## src/hdl/kmd_pkg.sv

```systemverilog
// Shared types and constants for the key matrix debounce slot tracker.
// No dependencies; imported by every module of the block.
package kmd_pkg;

  localparam int KEY_COUNT_DEF   = 128;
  localparam int SLOT_COUNT_DEF  = 16;
  localparam int HISTORY_LEN_DEF = 3;

  localparam int KEY_IDX_W   = 7;
  localparam int SLOT_NUM_W  = 4;
  localparam int QUEUE_DEPTH = 2;

  // Classified request travelling from the front part to the back part.
  typedef struct packed {
    logic [KEY_IDX_W-1:0] key;
    logic                 raw;
    logic                 fend;
    logic                 in_range;
  } item_t;

  typedef struct packed {
    logic                  debounced;
    logic                  press_event;
    logic                  release_event;
    logic [SLOT_NUM_W-1:0] slot_number;
    logic                  dropped;
  } result_t;

endpackage

```

## src/hdl/kmd_front.sv

```systemverilog
// Front part: accepts key samples, flags out-of-range keys, hands requests on.
// Depends on kmd_pkg.
module kmd_front
  import kmd_pkg::*;
#(
  parameter int KEY_COUNT = KEY_COUNT_DEF
) (
  input  logic                 clk,
  input  logic                 rst,
  input  logic                 sample_valid,
  output logic                 sample_stall,
  input  logic [KEY_IDX_W-1:0] key_index,
  input  logic                 raw_pressed,
  input  logic                 frame_end,
  output logic                 push,
  output item_t                push_item,
  input  logic                 queue_full
);

  logic  held;
  item_t item;
  logic  accept;

  assign sample_stall = held && queue_full;
  assign accept       = sample_valid && !sample_stall;
  assign push         = held && !queue_full;
  assign push_item    = item;

  always_ff @(posedge clk) begin
    if (rst) begin
      held <= 1'b0;
    end else if (accept) begin
      held <= 1'b1;
    end else if (push) begin
      held <= 1'b0;
    end
  end

  always_ff @(posedge clk) begin
    if (accept) begin
      item.key      <= key_index;
      item.raw      <= raw_pressed;
      item.fend     <= frame_end;
      item.in_range <= (9'(key_index) < 9'(KEY_COUNT));
    end
  end

endmodule

```

## src/hdl/kmd_queue.sv

```systemverilog
// Short request queue between the front and back parts.
// Depends on kmd_pkg.
module kmd_queue
  import kmd_pkg::*;
(
  input  logic  clk,
  input  logic  rst,
  input  logic  push,
  input  item_t push_item,
  output logic  full,
  output logic  head_valid,
  output item_t head_item,
  input  logic  pop
);

  localparam int PTR_W = (QUEUE_DEPTH > 1) ? $clog2(QUEUE_DEPTH) : 1;
  localparam int CNT_W = $clog2(QUEUE_DEPTH + 1);

  item_t            slots [QUEUE_DEPTH];
  logic [PTR_W-1:0] wr_ptr;
  logic [PTR_W-1:0] rd_ptr;
  logic [CNT_W-1:0] count;
  logic             do_push;
  logic             do_pop;

  assign full       = (count == CNT_W'(QUEUE_DEPTH));
  assign head_valid = (count != '0);
  assign head_item  = slots[rd_ptr];
  assign do_push    = push && !full;
  assign do_pop     = pop && head_valid;

  always_ff @(posedge clk) begin
    if (rst) begin
      wr_ptr <= '0;
      rd_ptr <= '0;
      count  <= '0;
    end else begin
      if (do_push) begin
        wr_ptr <= (wr_ptr == PTR_W'(QUEUE_DEPTH - 1)) ? '0 : wr_ptr + 1'b1;
      end
      if (do_pop) begin
        rd_ptr <= (rd_ptr == PTR_W'(QUEUE_DEPTH - 1)) ? '0 : rd_ptr + 1'b1;
      end
      if (do_push && !do_pop) begin
        count <= count + 1'b1;
      end else if (do_pop && !do_push) begin
        count <= count - 1'b1;
      end
    end
  end

  always_ff @(posedge clk) begin
    if (do_push) begin
      slots[wr_ptr] <= push_item;
    end
  end

endmodule

```

## src/hdl/kmd_back.sv

```systemverilog
// Back part: per-key state memory, debounce update, slot allocation, result register.
// Depends on kmd_pkg.
module kmd_back
  import kmd_pkg::*;
#(
  parameter int KEY_COUNT   = KEY_COUNT_DEF,
  parameter int SLOT_COUNT  = SLOT_COUNT_DEF,
  parameter int HISTORY_LEN = HISTORY_LEN_DEF
) (
  input  logic    clk,
  input  logic    rst,
  input  logic    head_valid,
  input  item_t   head_item,
  output logic    pop,
  output logic    result_valid,
  input  logic    result_stall,
  output result_t result
);

  localparam int KEY_AW  = (KEY_COUNT > 1) ? $clog2(KEY_COUNT) : 1;
  localparam int SLOT_W  = (SLOT_COUNT > 1) ? $clog2(SLOT_COUNT) : 1;
  localparam int PREV_W  = HISTORY_LEN - 1;
  localparam int ENTRY_W = PREV_W + 2 + SLOT_W;

  // Entry layout: {history, debounced, slot held, slot index}
  logic [ENTRY_W-1:0] mem [KEY_COUNT];
  logic [KEY_COUNT-1:0] written;

  logic               s1_valid;
  item_t              s1_item;
  logic [KEY_AW-1:0]  s1_addr;
  logic [ENTRY_W-1:0] rd_word;
  logic               s1_adv;
  logic               s1_load;
  logic [KEY_AW-1:0]  head_addr;

  logic [SLOT_COUNT-1:0] busy;
  logic [SLOT_COUNT-1:0] freeing;
  logic [SLOT_COUNT-1:0] busy_next;
  logic [SLOT_COUNT-1:0] freeing_next;

  logic [PREV_W-1:0] hist;
  logic              old_deb;
  logic              held_slot;
  logic [SLOT_W-1:0] held_idx;
  logic              all_on;
  logic              any_on;
  logic              new_deb;
  logic [PREV_W-1:0] new_hist;
  logic              rel;
  logic              press_try;
  logic              free_found;
  logic [SLOT_W-1:0] free_idx;
  logic              new_held;
  logic [SLOT_W-1:0] new_idx;
  logic              mem_we;
  logic [ENTRY_W-1:0] wdata;
  result_t           res_next;

  assign head_addr = KEY_AW'(head_item.key);
  assign s1_adv    = s1_valid && (!result_valid || !result_stall);
  assign s1_load   = head_valid && (!s1_valid || s1_adv);
  assign pop       = s1_load;
  assign mem_we    = s1_adv && s1_item.in_range;

  // Memory: one write, one registered read; bypass a write to the key being read.
  always_ff @(posedge clk) begin
    if (mem_we) begin
      mem[s1_addr] <= wdata;
    end
    if (s1_load) begin
      if (mem_we && (s1_addr == head_addr)) begin
        rd_word <= wdata;
      end else if (written[head_addr]) begin
        rd_word <= mem[head_addr];
      end else begin
        rd_word <= '0;
      end
    end
  end

  always_ff @(posedge clk) begin
    if (rst) begin
      written <= '0;
    end else if (mem_we) begin
      written[s1_addr] <= 1'b1;
    end
  end

  always_ff @(posedge clk) begin
    if (s1_load) begin
      s1_item <= head_item;
      s1_addr <= head_addr;
    end
  end

  always_comb begin
    hist      = rd_word[ENTRY_W-1 -: PREV_W];
    old_deb   = rd_word[SLOT_W+1];
    held_slot = rd_word[SLOT_W];
    held_idx  = rd_word[SLOT_W-1:0];
    all_on    = s1_item.raw && (hist == {PREV_W{1'b1}});
    any_on    = s1_item.raw || (hist != '0);
    new_deb   = (old_deb || all_on) && any_on;
    new_hist  = PREV_W'({hist, s1_item.raw});
    rel       = s1_item.in_range && held_slot && !new_deb;
    press_try = s1_item.in_range && !old_deb && all_on;

    // Lowest free slot
    free_found = 1'b0;
    free_idx   = '0;
    for (int i = SLOT_COUNT - 1; i >= 0; i--) begin
      if (!busy[i]) begin
        free_found = 1'b1;
        free_idx   = SLOT_W'(i);
      end
    end

    new_held = held_slot && !rel;
    new_idx  = held_idx;
    if (press_try && free_found) begin
      new_held = 1'b1;
      new_idx  = free_idx;
    end
    wdata = {new_hist, new_deb, new_held, new_idx};

    freeing_next = freeing;
    busy_next    = busy;
    if (rel) begin
      freeing_next = freeing | (SLOT_COUNT'(1) << held_idx);
    end
    if (press_try && free_found) begin
      busy_next = busy | (SLOT_COUNT'(1) << free_idx);
    end
    if (s1_item.fend) begin
      busy_next    = busy_next & ~freeing_next;
      freeing_next = '0;
    end

    res_next.debounced     = s1_item.in_range && new_deb;
    res_next.press_event   = press_try && free_found;
    res_next.release_event = rel;
    res_next.dropped       = press_try && !free_found;
    if (press_try && free_found) begin
      res_next.slot_number = SLOT_NUM_W'(free_idx);
    end else if (rel) begin
      res_next.slot_number = SLOT_NUM_W'(held_idx);
    end else begin
      res_next.slot_number = '0;
    end
  end

  always_ff @(posedge clk) begin
    if (rst) begin
      s1_valid     <= 1'b0;
      result_valid <= 1'b0;
      busy         <= '0;
      freeing      <= '0;
    end else begin
      if (s1_load) begin
        s1_valid <= 1'b1;
      end else if (s1_adv) begin
        s1_valid <= 1'b0;
      end
      if (s1_adv) begin
        result_valid <= 1'b1;
        busy         <= busy_next;
        freeing      <= freeing_next;
      end else if (!result_stall) begin
        result_valid <= 1'b0;
      end
    end
  end

  always_ff @(posedge clk) begin
    if (s1_adv) begin
      result <= res_next;
    end
  end

endmodule

```

## src/hdl/key_matrix_debounce_slot_tracker.sv

```systemverilog
// A sample passes the front register, queue, back stage and result register.
// Throughput: one sample per cycle unless stalled; the per-key state memory takes
// one read and one write each cycle, with a write bypass for a key repeated back to back.
// Reset (synchronous, active high) clears per-key valid bits, both slot masks
// and all handshake state at once; no clearing pass is needed.
// Top level: front part, request queue, back part. Depends on kmd_pkg.
module key_matrix_debounce_slot_tracker
  import kmd_pkg::*;
#(
  parameter int KEY_COUNT   = KEY_COUNT_DEF,
  parameter int SLOT_COUNT  = SLOT_COUNT_DEF,
  parameter int HISTORY_LEN = HISTORY_LEN_DEF
) (
  input  logic                  clk,
  input  logic                  rst,
  input  logic                  sample_valid,
  output logic                  sample_stall,
  input  logic [KEY_IDX_W-1:0]  key_index,
  input  logic                  raw_pressed,
  input  logic                  frame_end,
  output logic                  result_valid,
  input  logic                  result_stall,
  output logic                  debounced,
  output logic                  press_event,
  output logic                  release_event,
  output logic [SLOT_NUM_W-1:0] slot_number,
  output logic                  dropped
);

  logic    push;
  item_t   push_item;
  logic    queue_full;
  logic    head_valid;
  item_t   head_item;
  logic    pop;
  result_t result;

  kmd_front #(
    .KEY_COUNT(KEY_COUNT)
  ) u_front (
    .clk          (clk),
    .rst          (rst),
    .sample_valid (sample_valid),
    .sample_stall (sample_stall),
    .key_index    (key_index),
    .raw_pressed  (raw_pressed),
    .frame_end    (frame_end),
    .push         (push),
    .push_item    (push_item),
    .queue_full   (queue_full)
  );

  kmd_queue u_queue (
    .clk        (clk),
    .rst        (rst),
    .push       (push),
    .push_item  (push_item),
    .full       (queue_full),
    .head_valid (head_valid),
    .head_item  (head_item),
    .pop        (pop)
  );

  kmd_back #(
    .KEY_COUNT   (KEY_COUNT),
    .SLOT_COUNT  (SLOT_COUNT),
    .HISTORY_LEN (HISTORY_LEN)
  ) u_back (
    .clk          (clk),
    .rst          (rst),
    .head_valid   (head_valid),
    .head_item    (head_item),
    .pop          (pop),
    .result_valid (result_valid),
    .result_stall (result_stall),
    .result       (result)
  );

  assign debounced     = result.debounced;
  assign press_event   = result.press_event;
  assign release_event = result.release_event;
  assign slot_number   = result.slot_number;
  assign dropped       = result.dropped;

`ifndef SYNTHESIS
  a_press_excl: assert property (@(posedge clk) disable iff (rst)
    result_valid && press_event |-> debounced && !dropped && !release_event)
    else $error("press result inconsistent");

  a_release_off: assert property (@(posedge clk) disable iff (rst)
    result_valid && release_event |-> !debounced && !dropped)
    else $error("release result inconsistent");

  a_slot_zero: assert property (@(posedge clk) disable iff (rst)
    result_valid && !press_event && !release_event |-> slot_number == '0)
    else $error("slot number set without press or release");
`endif

endmodule
```

## config.mk

```make
export PLATFORM = sky130hd
export DESIGN_NAME = key_matrix_debounce_slot_tracker
export DESIGN_NICKNAME = d
export VERILOG_FILES = /design/src/hdl/kmd_pkg.sv /design/src/hdl/kmd_front.sv /design/src/hdl/kmd_queue.sv /design/src/hdl/kmd_back.sv /design/src/hdl/key_matrix_debounce_slot_tracker.sv
export SDC_FILE = /design/constraint.sdc
export NUM_CORES = 2
export LEC_CHECK = 0
export BUFFER_PORTS_ARGS = -buffer_cell sky130_fd_sc_hd__buf_2
export CAP_MARGIN = 40
export CORE_ASPECT_RATIO = 0.75
export CORE_MARGIN = 2
export CORE_UTILIZATION = 65
export CTS_BUF_LIST = sky130_fd_sc_hd__clkbuf_4 sky130_fd_sc_hd__clkbuf_8
export CTS_CLUSTER_SIZE = 14
export DETAILED_ROUTE_END_ITERATION = 6
export PLACE_DENSITY = 0.81
export SLEW_MARGIN = 5
export SYNTH_ARGS = -nofsm -noshare
export SYNTH_HDL_FRONTEND = slang
export SYNTH_SLANG_ARGS = --single-unit
```

## constraint.sdc

```tcl
create_clock -name clk -period 11.3 [get_ports clk]
set_input_delay 2.26 -clock clk [delete_from_list [all_inputs] [get_ports clk]]
set_output_delay 2.26 -clock clk [all_outputs]
set_load 0.01 [all_outputs]
```

### Word level (Yosys, flattened, before mapping)

Memory sizes are Yosys's and may differ from the RTL's. A register that Yosys moved wholly into a read port is not among the register bits.
Index checks and enable logic that the tools add are counted.

* bits in registers: 202
* RAM bits: 1042
* memories: 2
* input bits: 13

Memory list
* u_back.mem: words 128, width 8, rd ports 1, clocked after memory_dff 0, wr ports 1, line kmd_back.sv:26 `logic [ENTRY_W-1:0] mem [KEY_COUNT];`
* u_queue.slots: words 2, width 9, rd ports 1, clocked after memory_dff 1, wr ports 1, line kmd_queue.sv:19 `item_t slots [QUEUE_DEPTH];`

* bitwise logic cells: 5
* multiplexer cells: 62
* add/subtract/negate cells: 4
* shifts and indexed selects: 2
* $lt $le $gt $ge: 3
* equal/unequal tests: 4
* reduce and logical (&&, ||, !) cells: 42

Operator list (count)
* $or A128 B128 Y128: 1
* $mux W4: 19
* $mux W16: 4
* $mux W1: 33
* $or A16 B16 Y16: 2
* $shl A1 B4 Y16 const A: 2
* $logic_and A1 B1 Y1: 22
* $and A16 B16 Y16: 1
* $lt A7 B8 Y1 const B: 2
* $mux W8: 2
* $not A16 Y16: 1
* $logic_not A1 Y1: 11
* $reduce_bool A2 Y1: 5
* $bmux W1 S7: 1
* $demux W1 S7: 1
* $eq A7 B7 Y1: 1
* $ge A7 B1 Y1 const B: 1
* $eq A2 B2 Y1 const B: 2
* $logic_or A1 B1 Y1: 4
* $mux W2: 2
* $add A1 B1 Y1 const B: 2
* $add A2 B1 Y2 const B: 1
* $ne A2 B1 Y1 const B: 1
* $sub A2 B1 Y2 const B: 1

### Longest topological paths before layout

* word-level depth: 21
* mapped depth: 15
* gate-level depth less buffers: 10

### By module

Synthesis repeated with hierarchy kept, for this count alone.

* cells, all modules: 2548
* area total of the unflattened synthesis: 48507.8 um^2

By module, submodules not included
* kmd_back: area an instance 47232.8 um^2, cells each 2475, times used 1
* kmd_queue: area an instance 938.4 um^2, cells each 56, times used 1
* kmd_front: area an instance 336.6 um^2, cells each 17, times used 1

### Worst setup path before layout

OpenSTA, ideal clock, no wires.

* path type: reg-to-reg
* start: reg u_back.rd_word[6]
* end: mem u_back.mem[0][4] (netlist name), data pin
* data arrival time: 9147 ps
* path slack: 1640 ps
* stages on the path, launching flop included: 5
* setup time: 513 ps
* required time: 10787 ps
* buffers on the path: 0
* clock period less this slack: 9660 ps
* cell sequence: edfxtp_1 -> a21oi_1 -> o21ai_0 -> nand2_1 -> nand2_1

* cells in the longest elaborated chain, start to end: 9

RTL lines
* from (decl): line kmd_back.sv:32 `logic [ENTRY_W-1:0] rd_word;`
* from (signal assigned): line kmd_back.sv:73 `rd_word <= wdata;`
* from (signal assigned): line kmd_back.sv:75 `rd_word <= mem[head_addr];`
* $eq A2 B2 Y1: line kmd_back.sv:102 `all_on = s1_item.raw && (hist == {PREV_W{1'b1}});`
* $logic_and A1 B1 Y1: line kmd_back.sv:102
* $logic_or A1 B1 Y1: line kmd_back.sv:104 `new_deb = (old_deb || all_on) && any_on;`
* $logic_and A1 B1 Y1 *: line kmd_back.sv:104
* named net u_back.new_deb: line kmd_back.sv:48 `logic new_deb;`
* $logic_not A1 Y1 *: line kmd_back.sv:106 `rel = s1_item.in_range && held_slot && !new_deb;`
* $logic_and A1 B1 Y1 *: line kmd_back.sv:106
* $logic_not A1 Y1 *: line kmd_back.sv:119 `new_held = held_slot && !rel;`
* $logic_and A1 B1 Y1 *: line kmd_back.sv:119
* $mux W1 *: line kmd_back.sv:121 `if (press_try && free_found) begin`
* named net u_back.new_held: line kmd_back.sv:54 `logic new_held;`
* to (decl): line kmd_back.sv:26

The timed path passes the listed nets; every way through them passes the cells marked *.

==> impl_metrics.env <==
export IMPL_synth_compound_area_frac=0.0490
export IMPL_synthAdderAreaFrac=0.000255
export IMPL_power_density_mw_per_mm2=240
export IMPL_yosys_area_top_type="edfxtp_1"
export IMPL_synth_top_family_by_area="simple AND/OR/NAND/NOR gates"
export IMPL_worstPathArrival_ps=6330
export IMPL_synth_edf_count=1076
export IMPL_fin_hold_ws_ps=457
export IMPL_yosys_area_share_simple=0.166
export IMPL_cts_clk_slew_worst_paths_ps=70
export IMPL_grt_overflow_total=0
export IMPL_vias_per_cell=6.61
export IMPL_antenna_found_initial=5
export IMPL_drt_wl_total_mm=132
export IMPL_max_slew_margin=0.308
export IMPL_grt_usage=0.339
export IMPL_start_util=0.655
export IMPL_chipHeight_um=242
export IMPL_reg2reg_to="u_back.rd_word[0]$_DFFE_PP_"
export IMPL_cp_top_family="buffers and inverters"
export IMPL_post_cts_resize_count=0
export IMPL_h_tree_depth=4
export IMPL_postCtsSetupBuffers=0
export IMPL_final_cell_area_sq_mm=0.0539
export IMPL_hold_class="reg2reg"
export IMPL_finalCriticalPeriod_ps=5630
export IMPL_muxShareOfSynthArea=0.0329
export IMPL_tns_ps=0
export IMPL_core_region_area_sq_mm=0.0749
export IMPL_reg2reg_depth=13
export IMPL_grt_pass1_wl_mm=195
export IMPL_worstSetupEndpointType="flip-flop"
export IMPL_post_route_drc_count=20
export IMPL_synth_seq_area_share=0.728
export IMPL_place_congestion=0.974
export IMPL_layout_nets=3916
export IMPL_grt_max_degree=163
export IMPL_synth_ff_type="edfxtp_1"
export IMPL_rows=87
export IMPL_hpwl_mm=76.5
export IMPL_cts_root_buf="clkbuf_8"
export IMPL_detail_route_antenna_nets=0
export IMPL_path_max_fanout=162
export IMPL_ys_async_sr_fraction=0
export IMPL_ff2ff_setup_slack_ps=5670
export IMPL_areaGrowthSynthToFinish_pct=9.98
export IMPL_drv_cap=0
export IMPL_maxClockFrequency_mhz=178
export IMPL_ios=23
export IMPL_ys_top_cells_by_area="edfxtp_1, nand2_1, dfxtp_1"
export IMPL_min_path_cells=0
export IMPL_die_w_um=321
export IMPL_holdCritStartpoint="u_front.push_item[8]$_DFFE_PP_"
export IMPL_clk_latency_ps=860
export IMPL_cts_buffers=173
export IMPL_ys_ff_latch=1244
export IMPL_cts_sinks=1244
export IMPL_syn_avg_cell_area_sq_um=12.7
export IMPL_synth_warnings=0
export IMPL_vdd_ir_drop_max_mv=0.214
export IMPL_grt_pass1_vias=31100
export IMPL_wl_per_cell_um=26.2
export IMPL_cp_num_buf_inv=4
export IMPL_io_buffers=22
export IMPL_netlist_area_sq_mm=0.0490
export IMPL_synthCells=3860
export IMPL_placed_cell_area_sq_mm=0.0502
export IMPL_yosysMostFrequentCell="edfxtp_1"
export IMPL_hold_end="u_queue.slots[0][7]$_DFFE_PP_"
export IMPL_worstSetupPathType="reg2reg"
export IMPL_dr_pass1_iters=7
export IMPL_setup_viol=0
export IMPL_finClkSkew_ps=55.0
export IMPL_worst_pin_slew_ps=1030
export IMPL_crit_chain="mux2i_4 -> buf_4 -> inv_8 -> buf_12 -> buf_4 -> nand2_1 -> and3_1 -> a311oi_1 -> a311oi_1 -> a2111oi_0 -> nor3b_1 -> a21oi_4 -> o2bb2ai_1"
export IMPL_synth_net_count=3874
export IMPL_drt_iter0_drc=6422
export IMPL_yosysUniqueCellTypes=58
export IMPL_tritoncts="done"
export IMPL_cts_hold_buf=0
export IMPL_num_vias=33300
export IMPL_max_stage_delay_ps=810
export IMPL_synth_commonest_cells="edfxtp_1, nand2_1, nand3_1"
export IMPL_yosysTopAreaCellShare=0.659
export IMPL_post_route_period_util=0.498
export IMPL_crit_path_start_kind="flip-flop"
export IMPL_violations="design-rule violations"
export IMPL_rsz0062_at_grt="no"
export IMPL_hold_viol=0
export IMPL_slew_violations=0
export IMPL_leakage_nw=18.3
export IMPL_crit_required_ps=12000
export IMPL_layout_drive_gt1_share=0.126
export IMPL_clockBufferDepth=3
export IMPL_status="complete, but fails checks"
export IMPL_synth_xor_area_frac=0.00196
export IMPL_dieArea_sq_mm=0.0777
export IMPL_critical_path_slowest_cell="dfxtp_1"
final cells by class:
cell class | instances | area, sq um
Clock buffer | 284 | 3360
Tap cell | 979 | 1220
Antenna cell | 4 | 10.0
Clock inverter | 41 | 329
Inverter | 19 | 88.8
Multi-Input combinational cell | 2366 | 12400
Fill cell | 4626 | 21000
Timing Repair Buffer | 98 | 875
Sequential cell | 1244 | 35700
how the worst max path moves through the flow:
stage	start	to	slack, ps	cells past startpoint
global route	flip-flop	u_back.rd_word[4]$_DFFE_PP_	5250	13
detailed placement	flip-flop	u_back.rd_word[5]$_DFFE_PP_	5790	13
global placement	flip-flop	u_back.rd_word[1]$_DFFE_PP_	5690	8
finish	flip-flop	u_back.rd_word[0]$_DFFE_PP_	5670	13
CTS	flip-flop	u_back.rd_word[0]$_DFFE_PP_	5790	13
floorplan	u_back.rd_word[6]$_DFFE_PP_	u_back.mem[0][4]$_DFFE_PP_	1640	4
per-layer routing:
metal,share of wire,vias to the layer above,GRT usage
li1,-,14200,-
met1,0.37,16000,0.485
met2,0.44,2664,0.478
met3,0.16,435,0.122
met4,0.040,6,0.137
met5,0.0011,-,0.0105
registers in the layout, indices dropped and copies added (netlist names), 7 cells and up, named ones only:
register and count:
u_back.busy 16, u_back.s1_addr 7, u_back.mem 1024, u_back.result 8, u_front.push_item 9, u_back.written 128, u_queue.slots 18, u_back.freeing 16
u_back.rd_word 8
report_power, final:
group          internal [mW]  switching [mW]
combinational          0.788            2.67
clock                   1.97            1.69
sequential              5.73          0.0892
layout by cell type (no fill, tap or decap), types with 25 or more instances in the layout:
master | synthesis | routed
edfxtp_1 | 1076 | 1076
nand2_1 | 935 | 930
nand3_1 | 423 | 422
nor2_1 | 412 | 409
clkbuf_8 | 0 | 196
dfxtp_1 | 168 | 168
a31oi_1 | 91 | 91
clkbuf_4 | 0 | 88
a21oi_1 | 84 | 84
and3_1 | 77 | 77
mux4_2 | 58 | 58
buf_4 | 5 | 58
nor3_1 | 38 | 38
a311oi_1 | 37 | 37
a32oi_1 | 33 | 33
buf_2 | 93 | 25
metrics by stage:
| stage | std cells | utilization | setup slack (ps) | power [mW] |
|---|---|---|---|---|
| 2_1_floorplan | 3860 | - | 1640 | 7.88 |
| 3_3_place_gp | 4680 | 0.666 | 5690 | 9.05 |
| 3_5_place_dp | 4702 | 0.670 | 5790 | 9.20 |
| 4_1_cts | 5027 | 0.720 | 5790 | 12.8 |
| 5_1_grt | 5032 | 0.720 | 5250 | 13.3 |
| 6_report | 5035 | 0.720 | 5670 | 13.0 |
cell families after synthesis:
group	after synthesis
AOI/OAI and AO/OA	344
adders and majority gates	1
xor gates and xnor gates	11
and+or+nand+nor	1925
muxes	85
buffers and inverters	250
DFF	1244
No activity file was read; power rests on OpenSTA's default activity.
